$ cat config.mk
export PLATFORM = sky130hd
export DESIGN_NAME = i2c_master_register_access_core
export DESIGN_NICKNAME = d
export VERILOG_FILES = /design/src/sv/i2c_mra_pkg.sv /design/src/sv/i2c_master_register_access_core.sv
export VERILOG_INCLUDE_DIRS = /design/src /design/src/sv
export SDC_FILE = /design/constraint.sdc
export NUM_CORES = 1
export LEC_CHECK = 0
export ABC_AREA = 1
export ABC_CLOCK_PERIOD_IN_PS = 4700
export BUFFER_PORTS_ARGS = -buffer_cell sky130_fd_sc_hd__buf_2
export CELL_PAD_IN_SITES_DETAIL_PLACEMENT = 1
export CELL_PAD_IN_SITES_GLOBAL_PLACEMENT = 2
export CORE_UTILIZATION = 37
export DETAILED_ROUTE_END_ITERATION = 12
export PLACE_DENSITY_LB_ADDON = 0.1
export REMOVE_ABC_BUFFERS = 1
export SYNTH_ARGS = -nofsm -noshare
export SYNTH_HDL_FRONTEND = slang
export SYNTH_SLANG_ARGS = --single-unit
$ cat constraint.sdc
create_clock -name clk -period 4.7 [get_ports clk]
set_clock_uncertainty 0.1 [all_clocks]
set_input_delay 0 -clock clk [delete_from_list [all_inputs] [get_ports clk]]
set_output_delay 0 -clock clk [all_outputs]
set_load 0.01 [all_outputs]
$ cat src/sv/i2c_master_register_access_core_macros.svh
// Assertion macros for the I2C register access core.
// Used by i2c_master_register_access_core; no other dependencies.
`ifndef I2C_MASTER_REGISTER_ACCESS_CORE_MACROS_SVH
`define I2C_MASTER_REGISTER_ACCESS_CORE_MACROS_SVH

`ifndef ASSERT_OFF
`define I2C_ASSERT(lbl, clk, rst, prop, msg) \
  lbl: assert property (@(posedge clk) disable iff (rst) prop) else $error(msg);
`define I2C_ASSERT_ALWAYS(lbl, clk, prop, msg) \
  lbl: assert property (@(posedge clk) prop) else $error(msg);
`else
`define I2C_ASSERT(lbl, clk, rst, prop, msg)
`define I2C_ASSERT_ALWAYS(lbl, clk, prop, msg)
`endif

`endif

$ cat src/sv/i2c_mra_pkg.sv
// Shared types and constants for the I2C register access core.
// No dependencies.
`timescale 1ns / 1ps

package i2c_mra_pkg;

  localparam int MAX_BYTES_DEFAULT = 8;

  localparam logic [2:0] REQ_TICK  = 3'd0;
  localparam logic [2:0] REQ_LOAD  = 3'd1;
  localparam logic [2:0] REQ_WRITE = 3'd2;
  localparam logic [2:0] REQ_READ  = 3'd3;
  localparam logic [2:0] REQ_PROBE = 3'd4;

  localparam logic [1:0] KIND_WRITE = 2'd0;
  localparam logic [1:0] KIND_READ  = 2'd1;
  localparam logic [1:0] KIND_PROBE = 2'd2;

  localparam logic [1:0] STG_ADDR  = 2'd0;
  localparam logic [1:0] STG_SUB   = 2'd1;
  localparam logic [1:0] STG_DATA  = 2'd2;
  localparam logic [1:0] STG_RADDR = 2'd3;

  localparam logic [1:0] CFG_SLAVE_ADDRESS = 2'd0;
  localparam logic [1:0] CFG_PHASE_TICKS   = 2'd1;
  localparam logic [1:0] CFG_ACK_TIMEOUT   = 2'd2;
  localparam logic [1:0] CFG_ACK_RECOVERY  = 2'd3;

  localparam logic [6:0]  SLAVE_ADDRESS_RST = 7'd19;
  localparam logic [15:0] PHASE_TICKS_RST   = 16'd10;
  localparam logic [15:0] ACK_TIMEOUT_RST   = 16'd1000;
  localparam logic [15:0] ACK_RECOVERY_RST  = 16'd100;

  typedef struct packed {
    logic [2:0] req_type;
    logic       sda_in;
    logic [7:0] reg_addr;
    logic [3:0] byte_count;
    logic [7:0] wr_byte;
  } req_word_t;

  typedef struct packed {
    logic       scl_level;
    logic       sda_level;
    logic       sda_drive;
    logic [7:0] rd_data;
    logic       rd_valid;
    logic       busy_res;
    logic       done_res;
    logic       status;
    logic       rejected;
  } res_word_t;

endpackage

$ cat src/sv/i2c_master_register_access_core.sv
// Each accepted word's result is registered; one word per cycle while req_stall is low.
// Each tick word advances the bus sequencer by at most one step (two after an ACK recovery).
// A two-entry output stage (result register plus skid) keeps req_stall low while one result waits.
// Reset (rst, synchronous): sequencer idle, SCL high, SDA released, registers to defaults.
// The write buffer is not cleared; its entries are undefined until loaded.
`timescale 1ns / 1ps
`include "i2c_master_register_access_core_macros.svh"

module i2c_master_register_access_core
  import i2c_mra_pkg::*;
#(
  parameter int MAX_BYTES = MAX_BYTES_DEFAULT
) (
  input  logic        clk,
  input  logic        rst,
  input  logic        req_valid,
  output logic        req_stall,
  input  req_word_t   req_word,
  output logic        res_valid,
  input  logic        res_stall,
  output res_word_t   res_word,
  input  logic        cfg_valid,
  output logic        cfg_ready,
  input  logic [1:0]  cfg_index,
  input  logic [15:0] cfg_data
);

  localparam int CW   = $clog2(MAX_BYTES + 1);
  localparam int AW   = (MAX_BYTES > 1) ? $clog2(MAX_BYTES) : 1;
  localparam int CNTW = (CW > 4) ? CW : 4;

  localparam logic [4:0] S_IDLE        = 5'd0;
  localparam logic [4:0] S_ST_SDA_HI   = 5'd1;
  localparam logic [4:0] S_ST_SCL_HI   = 5'd2;
  localparam logic [4:0] S_ST_SDA_LO   = 5'd3;
  localparam logic [4:0] S_ST_SCL_LO   = 5'd4;
  localparam logic [4:0] S_WB_DATA     = 5'd5;
  localparam logic [4:0] S_WB_SCL_HI   = 5'd6;
  localparam logic [4:0] S_WB_SCL_LO   = 5'd7;
  localparam logic [4:0] S_ACK_SCL_HI  = 5'd8;
  localparam logic [4:0] S_ACK_WAIT    = 5'd9;
  localparam logic [4:0] S_ACK_RECOVER = 5'd10;
  localparam logic [4:0] S_RB_SCL_HI   = 5'd11;
  localparam logic [4:0] S_RB_SAMPLE   = 5'd12;
  localparam logic [4:0] S_MA_DATA     = 5'd13;
  localparam logic [4:0] S_MA_SCL_HI   = 5'd14;
  localparam logic [4:0] S_MA_SCL_LO   = 5'd15;
  localparam logic [4:0] S_SP_SDA_LO   = 5'd16;
  localparam logic [4:0] S_SP_SCL_HI   = 5'd17;
  localparam logic [4:0] S_SP_SCL_HI2  = 5'd18;
  localparam logic [4:0] S_SP_SDA_HI   = 5'd19;
  localparam logic [4:0] S_FINISH      = 5'd20;

  // configuration
  logic [6:0]  slave_address;
  logic [15:0] phase_ticks;
  logic [15:0] ack_timeout_ticks;
  logic [15:0] ack_recovery_ticks;

  // sequencer state
  logic [4:0]    step, step_next;
  logic [1:0]    op_kind, op_kind_next;
  logic [1:0]    stage, stage_next;
  logic [2:0]    bit_index, bit_index_next;
  logic [CW-1:0] byte_index, byte_index_next;
  logic [15:0]   phase_counter, phase_counter_next;
  logic [15:0]   timeout_counter, timeout_counter_next;
  logic [7:0]    shift_reg, shift_reg_next;
  logic [7:0]    target_reg, target_reg_next;
  logic [CW-1:0] xfer_length, xfer_length_next;
  logic [CW-1:0] buffer_fill, buffer_fill_next;
  logic          scl_reg, scl_reg_next;
  logic          sda_reg, sda_reg_next;
  logic          drive_reg, drive_reg_next;

  // write buffer
  logic [7:0]    write_buffer [MAX_BYTES];
  logic [7:0]    buf_rdata;
  logic [AW-1:0] buf_raddr;
  logic          buf_we;

  // output stage
  logic      skid_valid;
  res_word_t skid_word;
  res_word_t result;
  logic      accept;
  logic      res_fire;

  logic [15:0]   hold_val;
  logic [15:0]   timeout_lim;
  logic [CW-1:0] byte_inc;
  logic [CW-1:0] count_clamped;
  logic          done_flag;
  logic          fail_flag;
  logic          rd_flag;
  logic          rej_flag;
  logic [7:0]    rd_byte;

  assign cfg_ready = 1'b1;
  assign req_stall = skid_valid;
  assign accept    = req_valid && !skid_valid;
  assign res_fire  = res_valid && !res_stall;

  assign hold_val    = (phase_ticks == 16'd0) ? 16'd0 : phase_ticks - 16'd1;
  assign timeout_lim = (ack_timeout_ticks == 16'd0) ? 16'd1 : ack_timeout_ticks;
  assign byte_inc    = byte_index + CW'(1);
  assign count_clamped = (CNTW'(req_word.byte_count) > CNTW'(MAX_BYTES)) ?
                         CW'(MAX_BYTES) : CW'(req_word.byte_count);
  assign buf_raddr   = (stage == STG_SUB) ? AW'(0) : AW'(byte_inc);

  always_comb begin
    step_next            = step;
    op_kind_next         = op_kind;
    stage_next           = stage;
    bit_index_next       = bit_index;
    byte_index_next      = byte_index;
    phase_counter_next   = phase_counter;
    timeout_counter_next = timeout_counter;
    shift_reg_next       = shift_reg;
    target_reg_next      = target_reg;
    xfer_length_next     = xfer_length;
    buffer_fill_next     = buffer_fill;
    scl_reg_next         = scl_reg;
    sda_reg_next         = sda_reg;
    drive_reg_next       = drive_reg;
    buf_we               = 1'b0;
    done_flag            = 1'b0;
    fail_flag            = 1'b0;
    rd_flag              = 1'b0;
    rej_flag             = 1'b0;
    rd_byte              = 8'd0;

    if (req_word.req_type == REQ_TICK) begin
      if (step != S_IDLE) begin
        if (phase_counter != 16'd0) begin
          phase_counter_next = phase_counter - 16'd1;
        end else begin
          unique case (step)
            S_ST_SDA_HI: begin
              drive_reg_next = 1'b1; sda_reg_next = 1'b1;
              phase_counter_next = hold_val; step_next = S_ST_SCL_HI;
            end
            S_ST_SCL_HI: begin
              scl_reg_next = 1'b1; phase_counter_next = hold_val; step_next = S_ST_SDA_LO;
            end
            S_ST_SDA_LO: begin
              drive_reg_next = 1'b1; sda_reg_next = 1'b0;
              phase_counter_next = hold_val; step_next = S_ST_SCL_LO;
            end
            S_ST_SCL_LO: begin
              scl_reg_next = 1'b0; phase_counter_next = hold_val;
              shift_reg_next = {slave_address, stage == STG_RADDR};
              bit_index_next = 3'd0; step_next = S_WB_DATA;
            end
            S_WB_DATA: begin
              drive_reg_next = 1'b1; sda_reg_next = shift_reg[7];
              phase_counter_next = hold_val; step_next = S_WB_SCL_HI;
            end
            S_WB_SCL_HI: begin
              scl_reg_next = 1'b1; phase_counter_next = hold_val; step_next = S_WB_SCL_LO;
            end
            S_WB_SCL_LO: begin
              scl_reg_next = 1'b0; phase_counter_next = hold_val;
              shift_reg_next = {shift_reg[6:0], 1'b0};
              bit_index_next = bit_index + 3'd1;
              step_next = (bit_index == 3'd7) ? S_ACK_SCL_HI : S_WB_DATA;
            end
            S_ACK_SCL_HI: begin
              drive_reg_next = 1'b0; sda_reg_next = 1'b1; scl_reg_next = 1'b1;
              phase_counter_next = hold_val; timeout_counter_next = 16'd0;
              step_next = S_ACK_WAIT;
            end
            S_ACK_WAIT: begin
              if (!req_word.sda_in) begin
                scl_reg_next = 1'b0; phase_counter_next = hold_val;
                timeout_counter_next = 16'd0; step_next = S_ACK_RECOVER;
              end else begin
                timeout_counter_next = (timeout_counter == 16'hFFFF) ?
                                       timeout_counter : timeout_counter + 16'd1;
                if (timeout_counter_next >= timeout_lim) begin
                  done_flag = 1'b1; fail_flag = 1'b1; step_next = S_IDLE;
                end
              end
            end
            S_ACK_RECOVER: begin
              if (timeout_counter < ack_recovery_ticks) begin
                timeout_counter_next = timeout_counter + 16'd1;
              end else begin
                timeout_counter_next = 16'd0;
                // pick the next bus action, then take it on this same tick
                unique case (stage)
                  STG_ADDR: begin
                    if (op_kind == KIND_PROBE) begin
                      step_next = S_SP_SDA_LO;
                    end else begin
                      stage_next = STG_SUB; shift_reg_next = target_reg;
                      bit_index_next = 3'd0; step_next = S_WB_DATA;
                    end
                  end
                  STG_SUB: begin
                    if (op_kind == KIND_READ) begin
                      stage_next = STG_RADDR; step_next = S_ST_SDA_HI;
                    end else begin
                      byte_index_next = '0;
                      if (xfer_length == '0) begin
                        step_next = S_SP_SDA_LO;
                      end else begin
                        stage_next = STG_DATA; shift_reg_next = buf_rdata;
                        bit_index_next = 3'd0; step_next = S_WB_DATA;
                      end
                    end
                  end
                  STG_DATA: begin
                    byte_index_next = byte_inc;
                    if (byte_inc >= xfer_length) begin
                      step_next = S_SP_SDA_LO;
                    end else begin
                      shift_reg_next = buf_rdata; bit_index_next = 3'd0;
                      step_next = S_WB_DATA;
                    end
                  end
                  default: begin
                    if (xfer_length == '0) begin
                      step_next = S_SP_SDA_LO;
                    end else begin
                      byte_index_next = '0; bit_index_next = 3'd0;
                      shift_reg_next = 8'd0; step_next = S_RB_SCL_HI;
                    end
                  end
                endcase
                phase_counter_next = hold_val;
                priority case (step_next)
                  S_WB_DATA: begin
                    drive_reg_next = 1'b1; sda_reg_next = shift_reg_next[7];
                    step_next = S_WB_SCL_HI;
                  end
                  S_ST_SDA_HI: begin
                    drive_reg_next = 1'b1; sda_reg_next = 1'b1; step_next = S_ST_SCL_HI;
                  end
                  S_SP_SDA_LO: begin
                    drive_reg_next = 1'b1; sda_reg_next = 1'b0; step_next = S_SP_SCL_HI;
                  end
                  default: begin
                    scl_reg_next = 1'b1; step_next = S_RB_SAMPLE;
                  end
                endcase
              end
            end
            S_RB_SCL_HI: begin
              scl_reg_next = 1'b1; phase_counter_next = hold_val; step_next = S_RB_SAMPLE;
            end
            S_RB_SAMPLE: begin
              drive_reg_next = 1'b0; sda_reg_next = 1'b1;
              shift_reg_next = {shift_reg[6:0], req_word.sda_in};
              scl_reg_next = 1'b0; phase_counter_next = hold_val;
              bit_index_next = bit_index + 3'd1;
              if (bit_index == 3'd7) begin
                rd_flag = 1'b1; rd_byte = shift_reg_next; step_next = S_MA_DATA;
              end else begin
                step_next = S_RB_SCL_HI;
              end
            end
            S_MA_DATA: begin
              drive_reg_next = 1'b1; sda_reg_next = (byte_inc >= xfer_length);
              phase_counter_next = hold_val; step_next = S_MA_SCL_HI;
            end
            S_MA_SCL_HI: begin
              scl_reg_next = 1'b1; phase_counter_next = hold_val; step_next = S_MA_SCL_LO;
            end
            S_MA_SCL_LO: begin
              scl_reg_next = 1'b0; phase_counter_next = hold_val;
              byte_index_next = byte_inc; shift_reg_next = 8'd0;
              step_next = (byte_inc >= xfer_length) ? S_SP_SDA_LO : S_RB_SCL_HI;
            end
            S_SP_SDA_LO: begin
              drive_reg_next = 1'b1; sda_reg_next = 1'b0;
              phase_counter_next = hold_val; step_next = S_SP_SCL_HI;
            end
            S_SP_SCL_HI: begin
              scl_reg_next = 1'b1; phase_counter_next = hold_val; step_next = S_SP_SCL_HI2;
            end
            S_SP_SCL_HI2: begin
              scl_reg_next = 1'b1; phase_counter_next = hold_val; step_next = S_SP_SDA_HI;
            end
            S_SP_SDA_HI: begin
              drive_reg_next = 1'b1; sda_reg_next = 1'b1;
              phase_counter_next = hold_val; step_next = S_FINISH;
            end
            S_FINISH: begin
              done_flag = 1'b1; step_next = S_IDLE;
            end
            default: begin
              step_next = S_IDLE;
            end
          endcase
        end
      end
    end else if (req_word.req_type == REQ_LOAD || req_word.req_type == REQ_WRITE ||
                 req_word.req_type == REQ_READ || req_word.req_type == REQ_PROBE) begin
      if (step != S_IDLE) begin
        rej_flag = 1'b1;
      end else if (req_word.req_type == REQ_LOAD) begin
        if (buffer_fill >= CW'(MAX_BYTES)) begin
          rej_flag = 1'b1;
        end else begin
          buf_we = 1'b1;
          buffer_fill_next = buffer_fill + CW'(1);
        end
      end else begin
        op_kind_next = (req_word.req_type == REQ_WRITE) ? KIND_WRITE :
                       (req_word.req_type == REQ_READ) ? KIND_READ : KIND_PROBE;
        target_reg_next = req_word.reg_addr;
        xfer_length_next = count_clamped;
        if (req_word.req_type == REQ_WRITE) buffer_fill_next = '0;
        stage_next = STG_ADDR;
        bit_index_next = 3'd0;
        byte_index_next = '0;
        phase_counter_next = 16'd0;
        timeout_counter_next = 16'd0;
        shift_reg_next = 8'd0;
        step_next = S_ST_SDA_HI;
      end
    end

    result.scl_level = scl_reg_next;
    result.sda_level = drive_reg_next ? sda_reg_next : 1'b1;
    result.sda_drive = drive_reg_next;
    result.rd_data   = rd_byte;
    result.rd_valid  = rd_flag;
    result.busy_res  = (step_next != S_IDLE);
    result.done_res  = done_flag;
    result.status    = done_flag && fail_flag;
    result.rejected  = rej_flag;
  end

  // write buffer: one write port, one registered read port
  always_ff @(posedge clk) begin
    if (accept && buf_we) begin
      write_buffer[AW'(buffer_fill)] <= req_word.wr_byte;
    end
    buf_rdata <= write_buffer[buf_raddr];
  end

  always_ff @(posedge clk) begin
    if (rst) begin
      slave_address      <= SLAVE_ADDRESS_RST;
      phase_ticks        <= PHASE_TICKS_RST;
      ack_timeout_ticks  <= ACK_TIMEOUT_RST;
      ack_recovery_ticks <= ACK_RECOVERY_RST;
    end else if (cfg_valid && cfg_ready) begin
      unique case (cfg_index)
        CFG_SLAVE_ADDRESS: slave_address      <= cfg_data[6:0];
        CFG_PHASE_TICKS:   phase_ticks        <= cfg_data;
        CFG_ACK_TIMEOUT:   ack_timeout_ticks  <= cfg_data;
        CFG_ACK_RECOVERY:  ack_recovery_ticks <= cfg_data;
        default:           ;
      endcase
    end
  end

  always_ff @(posedge clk) begin
    if (rst) begin
      step            <= S_IDLE;
      op_kind         <= KIND_WRITE;
      stage           <= STG_ADDR;
      bit_index       <= 3'd0;
      byte_index      <= '0;
      phase_counter   <= 16'd0;
      timeout_counter <= 16'd0;
      shift_reg       <= 8'd0;
      target_reg      <= 8'd0;
      xfer_length     <= '0;
      buffer_fill     <= '0;
      scl_reg         <= 1'b1;
      sda_reg         <= 1'b1;
      drive_reg       <= 1'b0;
    end else if (accept) begin
      step            <= step_next;
      op_kind         <= op_kind_next;
      stage           <= stage_next;
      bit_index       <= bit_index_next;
      byte_index      <= byte_index_next;
      phase_counter   <= phase_counter_next;
      timeout_counter <= timeout_counter_next;
      shift_reg       <= shift_reg_next;
      target_reg      <= target_reg_next;
      xfer_length     <= xfer_length_next;
      buffer_fill     <= buffer_fill_next;
      scl_reg         <= scl_reg_next;
      sda_reg         <= sda_reg_next;
      drive_reg       <= drive_reg_next;
    end
  end

  // output register with one skid entry
  always_ff @(posedge clk) begin
    if (rst) begin
      res_valid  <= 1'b0;
      skid_valid <= 1'b0;
    end else if (skid_valid) begin
      if (res_fire) begin
        skid_valid <= 1'b0;
      end
    end else if (accept) begin
      if (res_valid && !res_fire) begin
        skid_valid <= 1'b1;
      end else begin
        res_valid <= 1'b1;
      end
    end else if (res_fire) begin
      res_valid <= 1'b0;
    end
  end

  always_ff @(posedge clk) begin
    if (skid_valid) begin
      if (res_fire) res_word <= skid_word;
    end else if (accept) begin
      if (res_valid && !res_fire) begin
        skid_word <= result;
      end else begin
        res_word <= result;
      end
    end
  end

  `I2C_ASSERT(a_skid_behind_out, clk, rst, skid_valid |-> res_valid, "skid full with empty output register")
  `I2C_ASSERT(a_idle_bus_levels, clk, rst, (step == S_IDLE) |-> (scl_reg && sda_reg), "idle bus not high")
  `I2C_ASSERT(a_done_not_busy, clk, rst, (res_valid && res_word.done_res) |-> !res_word.busy_res, "done while busy")
  `I2C_ASSERT(a_status_with_done, clk, rst, (res_valid && res_word.status) |-> res_word.done_res, "status without done")

endmodule
==> qor.yml, run 1 <==
drt:
  wire_per_inst_um: 18.2
  drt_iter0_markers: 557
  drt-pass1-iter-count: 4
  dr_total_vias: 11100
  routed_wl_um: 39000
  drc_errors: 0
  via_per_inst: 5.20
  ant_nets: 0
critical_path:
  crit_slowest_cell: "dfxtp_1"
  critPathKind: "reg -> reg"
  arrival_ps: 4240
  crit_chain: "ha_1 > nand3_1 > nor2_1 > inv_1 > nor3_1 > nand3_1 > nor2_1 > a21oi_1 > ha_1 > nand3_1 > nor3_1 > nand2_1 > nand4_1 > a21oi_1 > o21bai_1 > nand2_1 > nand2_1 > nand2_1 > nor2_1 > nand2_1 > nand2_1 > nand2_1"
  cp.required_ps: 4920
  crit_top_cell: "nand2_1"
  setup.worst_path.end_class: "register"
  rrSetupSlack_ps: 670
  critPathLaunchType: "register"
  slowest_delay_ps: 410
  cp_max_fo: 9
sta:
  timing.fmax_mhz: 248
  slew_headroom: 0.265
  hold_ws_ps: 114
  tns_ps: 0
  worstMarginPinSlew_ps: 1100
  rsz0062_at_grt: "no"
  slew_viol_final: 0
  setup_viol: 0
  fin_crit_ps: 4030
  fin_crit_sh: 0.856
  finalHoldViolations: 0
clocking:
  clk_pin_slew_ps: 60
  cts_tree: "done"
  post_cts.repair.setup_buffers: 0
  root_buffer: "clkbuf_16"
  hold_buffers: 65
  cts_resized: 0
  clock_latency_ps: 580
  htree_levels: 1
  cts.sinks: 236
  cts_buffers: 28
  cts_buffer_depth: 3
placed_design:
  place_area_sq_mm: 0.0131
  dp_hpwl_um: 27700
  place_congestion: 0.880
  io_buffers: 64
yosys:
  yosys_warnings: 0
  yosys.area.top_type: "edfxtp_1"
  synth_top_area_share: 0.233
  ys_ff_latch: 236
  synth_edf_count: 96
  synthFlopType: "dfxtp_1"
  synth_cell_types: 58
  netlist_instances: 1552
  synth_area_leaders: "edfxtp_1 23%, dfxtp_1 23%, nand2_1 9.0%, a21oi_1 5.4%, nor2_1 5.3%"
  avgSynthCellArea_sq_um: 7.97
  synth_area_sq_mm: 0.0124
  ys_seq_area_frac: 0.459
  async_flop_share: 0
  synth_commonest_cells: "296 x nand2_1, 176 x nor2_1, 164 x inv_1, 140 x dfxtp_1, 134 x a21oi_1"
  synth_most_common_cell: "nand2_1"
pwr:
  leakagePower_nw: 6.00
  total_power_mw: 5.22
  p_per_area_mw_per_mm2: 353
  vdd_ir_drop_max_uv: 366
final_layout:
  finalInstanceArea_sq_mm: 0.0148
  top_register: "write_buffer"
  syn_to_final_growth_pct: 19.2
  diodes: 0
  largest_reg_flops: 64
  drive_gt1_frac: 0.115
  fillCellCount: 3979
  fin_nets: 1763
die:
  die_w_um: 185
  start_util: 0.378
  io_pins: 66
  rows: 66
  core_sq_mm: 0.0327
  chipHeight_um: 185
  die_area_sq_mm: 0.0342
grt:
  grt_use_total: 0.236
  antenna_found_initial: 0
  grt_overflow: 0
  grt_max_degree: 66
  grt_pass1_vias: 11300
  grt_first_pass_wirelength_um: 62300
run:
  cap_viol_max_count: 0
hold_path:
  hp-class: "in -> reg"
outcome:
  status: "completed"
[final cells by class]
cell class	instances	area, sq um	share of cell area
sequential	236	5690	0.385
tap	442	553	0.0375
clock inverter	13	175	0.0119
inverter	186	704	0.0477
timing repair buffer	145	1090	0.0739
multi-input combinational	1075	5730	0.388
clock buffer	39	816	0.0553
[routing by layer]
metal | share of wire | global-route usage | up-vias
met5 | 0 | 0 | -
met4 | 0.025 | 0.0638 | 0
met3 | 0.033 | 0.0328 | 56
met2 | 0.46 | 0.391 | 168
met1 | 0.48 | 0.319 | 5380
li1 | - | - | 5505
[cells by family (layout without fill, tap and decap cells)]
logic type | Yosys count | in the layout | share of synthesized area
compound gates | 375 | 375 | 0.175
flops | 236 | 236 | 0.459
fa+ha+maj | 44 | 44 | 0.0445
xor+xnor | 30 | 30 | 0.0212
simple gates | 625 | 625 | 0.222
buf+inv | 241 | 383 | 0.0779
other cells | 1 | 1 | 0.000303
[per-stage QoR]
stage / setup slack [ps] / instances / util
5_1_grt: 218 / 2136 / 0.451
3_5_place_dp: 739 / 2019 / 0.401
2_1_floorplan: 1400 / 1497 / -
6_report: 675 / 2136 / 0.451
4_1_cts: 682 / 2136 / 0.451
3_3_place_gp: 919 / 2019 / 0.401
[worst paths after layout]
path | cells after the start | from | end
setup / recovery | 22 | timeout_counter[1] | res_word[3]
hold / removal | 3 | req_valid | sda_reg
setup reg to reg | 22 | timeout_counter[1] | res_word[3]
hold reg to reg | 2 | target_reg[0] | target_reg[0]
[layout by cell type, fill, tap and decap left out, types with 18 or more instances in the layout]
cell type	synthesis	routed
a21oi_1	134	134
buf_2	7	64
clkbuf_16	0	28
dfxtp_1	140	140
dlygate4sd3_1	0	65
edfxtp_1	96	96
ha_1	44	44
inv_1	164	163
inv_2	17	18
nand2_1	296	296
nand3_1	60	60
nand4_1	18	18
nor2_1	176	174
nor3_1	26	26
o211ai_1	29	29
o21ai_0	118	118
o22ai_1	18	18
xor2_1	22	22
[power breakdown]
group / leakage, nW / switching (mW) / internal [mW]
registers: 2.04 / 0.0485 / 2.20
clock network: 0.486 / 0.914 / 1.38
logic: 3.47 / 0.450 / 0.221
total: 6.00 / 1.41 / 3.80
[worst max-delay path: cells and delay by family (launching register included)]
kind | cells | cell delay, ps
buffers and inverters | 1 | 90
AND/OR/NAND/NOR | 16 | 2320
flip-flops | 1 | 410
adder cells (fa/ha/maj) | 2 | 540
AO/OA/AOI/OAI | 3 | 300
(Power assumes the default switching activity.)
==> inputs of run 2 (changes only) <==
CELL_PAD_IN_SITES_DETAIL_PLACEMENT = 0   (was 1)
CELL_PAD_IN_SITES_GLOBAL_PLACEMENT = 1   (was 2)
CORE_UTILIZATION = 46   (was 37)
==> run 2 against run 1 <==
  * The run now ends with DRC left
  * Clock power fell by 8%
  * Sequential share of layout area up 0.47 points
  * Wire length is 12% lower
  * Count of clock-buffer cells in the layout rose by 2
  * Worst hold slack better by 35 ps
  * Critical path type unchanged
  * Critical path depth unchanged
  * Largest cell class unchanged
  * Total power down 3.8%
  * Cell count shrank 4.9%
  * Critical endpoint unchanged
  * Die area is 19% lower
==> qor.yml, run 2 (synthesis results as in run 1) <==
pwr:
  p_sw_frac: 0.269  # was 0.271
  p_clk_frac: 0.422  # was 0.440
  intPower_mw: 3.67  # was 3.80 mW
  vdd_ir_drop_max_uv: 309  # was 366 uV
  leakagePower_nw: 5.98  # was 6.00 nW
  total_power_mw: 5.02  # was 5.22 mW
  p_per_area_mw_per_mm2: 344  # was 353 mW/mm^2
  power_switching_mw: 1.35  # was 1.41 mW
  comb_power_share: 0.130  # was 0.129
  p_seq_frac: 0.448  # was 0.431
grt:
  grt_pass1_vias: 10300  # was 11300
  antenna_found_initial: 0  # unchanged
  grt_max_degree: 66  # unchanged
  grt_first_pass_wirelength_um: 55300  # was 62300 um
  grt_use_total: 0.251  # was 0.236
  grt_overflow: 0  # unchanged
final_layout:
  top_register: "write_buffer"  # unchanged
  syn_to_final_growth_pct: 17.8  # was 19.2%
  drive_gt1_frac: 0.114  # was 0.115
  diodes: 0  # unchanged
  mostFrequentLayoutCell: "nand2_1"  # unchanged
  stdcell_count: 2032  # was 2136
  largest_reg_flops: 64  # unchanged
  layout_common_cells: "296 x nand2_1, 173 x nor2_1, 163 x inv_1, 140 x dfxtp_1, 134 x a21oi_1"  # was 296 x nand2_1, 174 x nor2_1, 163 x inv_1, 140 x dfxtp_1, 134 x a21oi_1
  fin_nets: 1767  # was 1763
clocking:
  clk_pin_slew_ps: 60  # about the same
  cts_buffer_depth: 3  # unchanged
  cts_buffers: 27  # was 28
  cts_tree: "done"  # unchanged
  cts_resized: 0  # unchanged
  post_cts.repair.setup_buffers: 0  # unchanged
  root_buffer: "clkbuf_16"  # unchanged
  htree_levels: 1  # unchanged
  clock_latency_ps: 560  # was 580 ps
  hold_buffers: 69  # was 65
  cts.sinks: 236  # unchanged
sta:
  worstMarginPinSlew_ps: 1090  # was 1100 ps
  setup_viol: 0  # unchanged
  tns_ps: 0  # unchanged
  timing.fmax_mhz: 258  # was 248 MHz
  fin_ws_ps: 826  # was 675 ps
  slew_headroom: 0.271  # was 0.265
  slew_viol_final: 0  # unchanged
  fin_crit_ps: 3870  # was 4030 ps
  rsz0062_at_grt: "no"  # unchanged
  fin_crit_sh: 0.824  # was 0.856
  hold_ws_ps: 150  # was 114 ps
  finalHoldViolations: 0  # unchanged
critical_path:
  critPathKind: "reg -> reg"  # unchanged
  reg2regPathDepth: 22  # unchanged
  setup.worst_path.end_class: "register"  # unchanged
  critPathLaunchType: "register"  # unchanged
  crit_top_cell: "nand2_1"  # unchanged
  crit_slowest_cell: "dfxtp_1"  # unchanged
  arrival_ps: 4080  # was 4240 ps
  crit_chain: "ha_1 > nand3_1 > nor2_1 > inv_1 > nor3_1 > nand3_1 > nor2_1 > a21oi_1 > ha_1 > nand3_1 > nor3_1 > nand2_1 > nand4_1 > a21oi_1 > o21bai_1 > nand2_1 > nand2_1 > nand2_1 > nor2_1 > nand2_1 > nand2_1 > nand2_1"  # unchanged
  slowest_delay_ps: 410  # about the same
  cp_max_fo: 9  # unchanged
  cp.required_ps: 4900  # was 4920 ps
placed_design:
  pre_cts_ws_ps: 919  # was 739 ps
  dp_hpwl_um: 23500  # was 27700 um
  place_inst: 1913  # was 2019
  place_congestion: 0.902  # was 0.880
  io_buffers: 64  # unchanged
hold_path:
  min_path_cells: 2  # was 3
  hp-class: "in -> reg"  # unchanged
drt:
  drc_errors: 3  # was 0
  routed_wl_um: 34200  # was 39000 um
  dr_total_vias: 10800  # was 11100
  drt-pass1-iter-count: 12  # was 4
  drt_iter0_markers: 926  # was 557
  ant_nets: 0  # unchanged
  wire_per_inst_um: 16.8  # was 18.2 um
  via_per_inst: 5.32  # was 5.20
run:
  cap_viol_max_count: 0  # unchanged
die:
  die_w_um: 166  # was 185 um
  start_util: 0.472  # was 0.378
  die_area_sq_mm: 0.0276  # was 0.0342 sq mm
  rows: 59  # was 66
  core_sq_mm: 0.0262  # was 0.0327 sq mm
  chipHeight_um: 166  # was 185 um
  io_pins: 66  # unchanged
outcome:
  violations: "DRC"
  status: "complete, but fails checks"  # was completed
run 2: worst max-delay path, delay by kind of cell, from the launching register on:
kind	cells	cell delay (ps)
adders and majority gates	2	540
and+or+nand+nor	16	2190
buffers and inverters	1	80
AOI/OAI and AO/OA	3	290
DFF	1	410
run 2: cell type report:
cell class / count / area (sq um)
fillers: 2511 / 11600
multi-input cells: 1075 / 5730
flip-flops and latches: 236 / 5690
repair buffers: 150 / 1140
clock buffers: 41 / 806
inverters: 186 / 704
well taps: 335 / 419
clock inverters: 9 / 92.6
run 2: per-layer routing:
metal | vias to the layer above | share of wire | wire [um] | global-route usage
met2 | 235 | 0.46 | 15700 | 0.410
li1 | 5498 | - | - | -
met4 | 0 | 0.029 | 991 | 0.0776
met1 | 5025 | 0.47 | 16200 | 0.350
met3 | 62 | 0.039 | 1350 | 0.0257
met5 | - | 0 | 0 | 0
run 2: power by group through the flow:
stage	logic (mW)	registers [mW]	clock network [mW]
after floorplan	0.406	2.28	0
after global placement	0.606	2.29	0
after detailed placement	0.608	2.29	0
after CTS	0.652	2.25	2.15
after global routing	0.732	2.25	2.24
final	0.654	2.25	2.12
run 2: path summary, 6_finish.rpt:
kind | slack (ps) | to | from
worst max-delay path | 830 | res_word[3] | timeout_counter[1]
worst min-delay path | 150 | write_buffer[0][5] | req_word[5]
worst max register to register | 830 | res_word[3] | timeout_counter[1]
worst min register to register | 350 | target_reg[0] | target_reg[0]
run 2: stage by stage:
stage	util	cell area (sq um)
floorplan	-	12100
global placement	0.496	13000
detailed placement	0.496	13000
CTS	0.556	14600
global route	0.556	14600
finish	0.556	14600
==> inputs of run 3 (changes only) <==
ABC_CLOCK_PERIOD_IN_PS = 3300   (was 4700)
CORE_UTILIZATION = 42   (was 46)
clock period = 3.3 ns   (was 4.7 ns; I/O delays follow)
==> run 3 against run 2 <==
  * Combinational power up 46%
  * Count of clock-buffer cells in the layout fell by 1
  * Fmax increased by 13%
  * Largest power group unchanged
  * The flow finishes with violations (setup timing)
  * Non-clock buffer count grew 52
  * Via count up 1.4%
  * Worst hold slack got worse by 19 ps
  * Cell count grew 5.1%
  * Largest cell class unchanged
  * Global-route usage down 1.6 points
  * Total power is 44% higher
  * Sequential power grew 42%
  * Sequential share of layout area is 1.6 points lower
  * Highest routed layer unchanged
==> qor.yml, run 3 (synthesis results as in run 1) <==
clocking:
  cts_buffer_depth: 3  # unchanged
  clk_pin_slew_ps: 60  # about the same
  cts.sinks: 236  # unchanged
  clock_latency_ps: 560  # about the same
  cts_buffers: 28  # was 27
  cts_tree: "done"  # unchanged
  htree_levels: 1  # unchanged
  root_buffer: "clkbuf_16"  # unchanged
critical_path:
  rrSetupSlack_ps: -130  # was 830 ps
  r2r-start: "timeout_counter[0]"  # was timeout_counter[1]
  critPathLaunchType: "register"  # unchanged
  reg2regPathDepth: 24  # was 22
  cp.required_ps: 3500  # was 4900 ps
  arrival_ps: 3630  # was 4080 ps
  cp_max_fo: 4  # was 9
  setup.worst_path.end_class: "register"  # unchanged
  rr_endpoint: "res_word[3]"  # unchanged
  critPathKind: "reg -> reg"  # unchanged
final_layout:
  syn_to_final_growth_pct: 23.0  # was 17.8%
  largest_reg_flops: 64  # unchanged
  fillCellCount: 2793  # was 2511
  mostFrequentLayoutCell: "nand2_1"  # unchanged
  diodes: 0  # unchanged
  stdcell_count: 2135  # was 2032
  top_register: "write_buffer"  # unchanged
  fin_util: 0.527  # was 0.556
  fin_nets: 1820  # was 1767
  layout_common_cells: "290 x nand2_1, 170 x nor2_1, 162 x inv_1, 138 x dfxtp_1, 131 x a21oi_1"  # was 296 x nand2_1, 173 x nor2_1, 163 x inv_1, 140 x dfxtp_1, 134 x a21oi_1
  drive_gt1_frac: 0.158  # was 0.114
sta:
  setup_viol: 2  # was 0
  timing.fmax_mhz: 291  # was 258 MHz
  finalHoldViolations: 0  # unchanged
  fin_crit_ps: 3430  # was 3870 ps
  fin_crit_sh: 1.04  # was 0.824
  fin_ws_ps: -132  # was 826 ps
  slew_headroom: 0.420  # was 0.271
  rsz0062_at_grt: "yes"  # was no
  hold_ws_ps: 131  # was 150 ps
  worstMarginPinSlew_ps: 870  # was 1090 ps
  slew_viol_final: 0  # unchanged
  tns_ps: -166  # was 0 ps
drt:
  ant_nets: 0  # unchanged
  routed_wl_um: 35100  # was 34200 um
  via_per_inst: 5.14  # was 5.32
  drc_errors: 0  # was 3
  dr_total_vias: 11000  # was 10800
  drt-pass1-iter-count: 5  # was 12
  drt_iter0_markers: 697  # was 926
  wire_per_inst_um: 16.4  # was 16.8 um
placed_design:
  io_buffers: 64  # unchanged
  place_congestion: 0.957  # was 0.902
  pre_cts_ws_ps: -329  # was 919 ps
  dp_hpwl_um: 24800  # was 23500 um
  place_inst: 2016  # was 1913
die:
  start_util: 0.429  # was 0.472
  rows: 62  # was 59
  die_w_um: 174  # was 166 um
  io_pins: 66  # unchanged
  die_area_sq_mm: 0.0302  # was 0.0276 sq mm
  chipHeight_um: 174  # was 166 um
  core_sq_mm: 0.0289  # was 0.0262 sq mm
grt:
  grt_pass1_vias: 10600  # was 10300
  grt_use_total: 0.235  # was 0.251
  grt_overflow: 0  # unchanged
  grt_first_pass_wirelength_um: 56700  # was 55300 um
  antenna_found_initial: 0  # unchanged
  grt_max_degree: 49  # was 66
hold_path:
  holdPathEnd: "sda_reg"  # was write_buffer[0][5]
  hp-start: "req_valid"  # was req_word[5]
  min_path_cells: 4  # was 2
  hp-class: "in -> reg"  # unchanged
pwr:
  leakagePower_nw: 6.28  # was 5.98 nW
  p_per_area_mw_per_mm2: 475  # was 344 mW/mm^2
  vdd_ir_drop_max_uv: 431  # was 309 uV
outcome:
  status: "complete, but fails checks"  # unchanged
  violations: "setup timing"  # was DRC
run:
  cap_viol_max_count: 0  # unchanged
run 3: how the worst max path moves through the flow:
stage	from	end	slack [ps]	cells past startpoint
after floorplan	timeout_counter[2]	res_word[3]	-3	26
after global placement	timeout_counter[0]	res_word[3]	-220	25
after detailed placement	timeout_counter[1]	res_word[3]	-330	25
after CTS	timeout_counter[0]	res_word[3]	-130	26
after global routing	timeout_counter[0]	res_word[3]	-430	24
final	timeout_counter[0]	res_word[3]	-130	24
run 3: power by group:
part / leakage, nW / switching (mW) / internal, mW
Clock: 0.444 / 1.23 / 1.85
Combinational: 3.80 / 0.626 / 0.332
Sequential: 2.04 / 0.0653 / 3.13
run 3: area by class of cell:
class | instances | area, sq um | share of cell area
repair buffers | 202 | 1510 | 0.0993
clock inverters | 12 | 155 | 0.0102
clock buffers | 40 | 766 | 0.0503
flip-flops and latches | 236 | 5690 | 0.374
multi-input cells | 1075 | 5910 | 0.388
well taps | 384 | 480 | 0.0316
inverters | 186 | 704 | 0.0463
run 3: timing repair:
item | 4_1_cts | 5_1_grt
buffers inserted | 2 | 3
hold buffers | 62 | 0
gates resized for setup | 19 | 23
endpoints found under the hold margin | 165 | 0
endpoints found under the setup margin | 9 | 9
pin swaps | 9 | 18
run 3: critical path: stages, from the launching register on:
cell,delay (ps)
dfxtp_4,360
ha_4,150
nand3_4,80
nor2_4,100
inv_2,60
nor2_4,80
nand4_1,170
buf_4,200
nor3_4,100
xor2_1,190
nand2_1,140
ha_4,300
nand2_4,50
nor3_4,200
nand2_2,100
nand4_1,130
a21oi_2,70
o21bai_1,120
nand2_1,60
nand2_1,70
nand2_2,60
nor2_1,100
nand2_1,80
nand2_1,60
nand2_1,50
run 3: layer usage:
metal	global-route usage	up-vias	part of all wire
li1	-	5620	-
met1	0.324	5093	0.47
met2	0.393	219	0.47
met3	0.0254	44	0.036
met4	0.0614	0	0.025
met5	0	-	0
run 3: stage by stage:
| stage | total power, mW | cell area (sq um) |
|---|---|---|
| after floorplan | 3.83 | 12100 |
| after global placement | 4.15 | 13500 |
| after detailed placement | 4.15 | 13500 |
| after CTS | 7.30 | 15100 |
| after global routing | 7.53 | 15200 |
| final | 7.23 | 15200 |
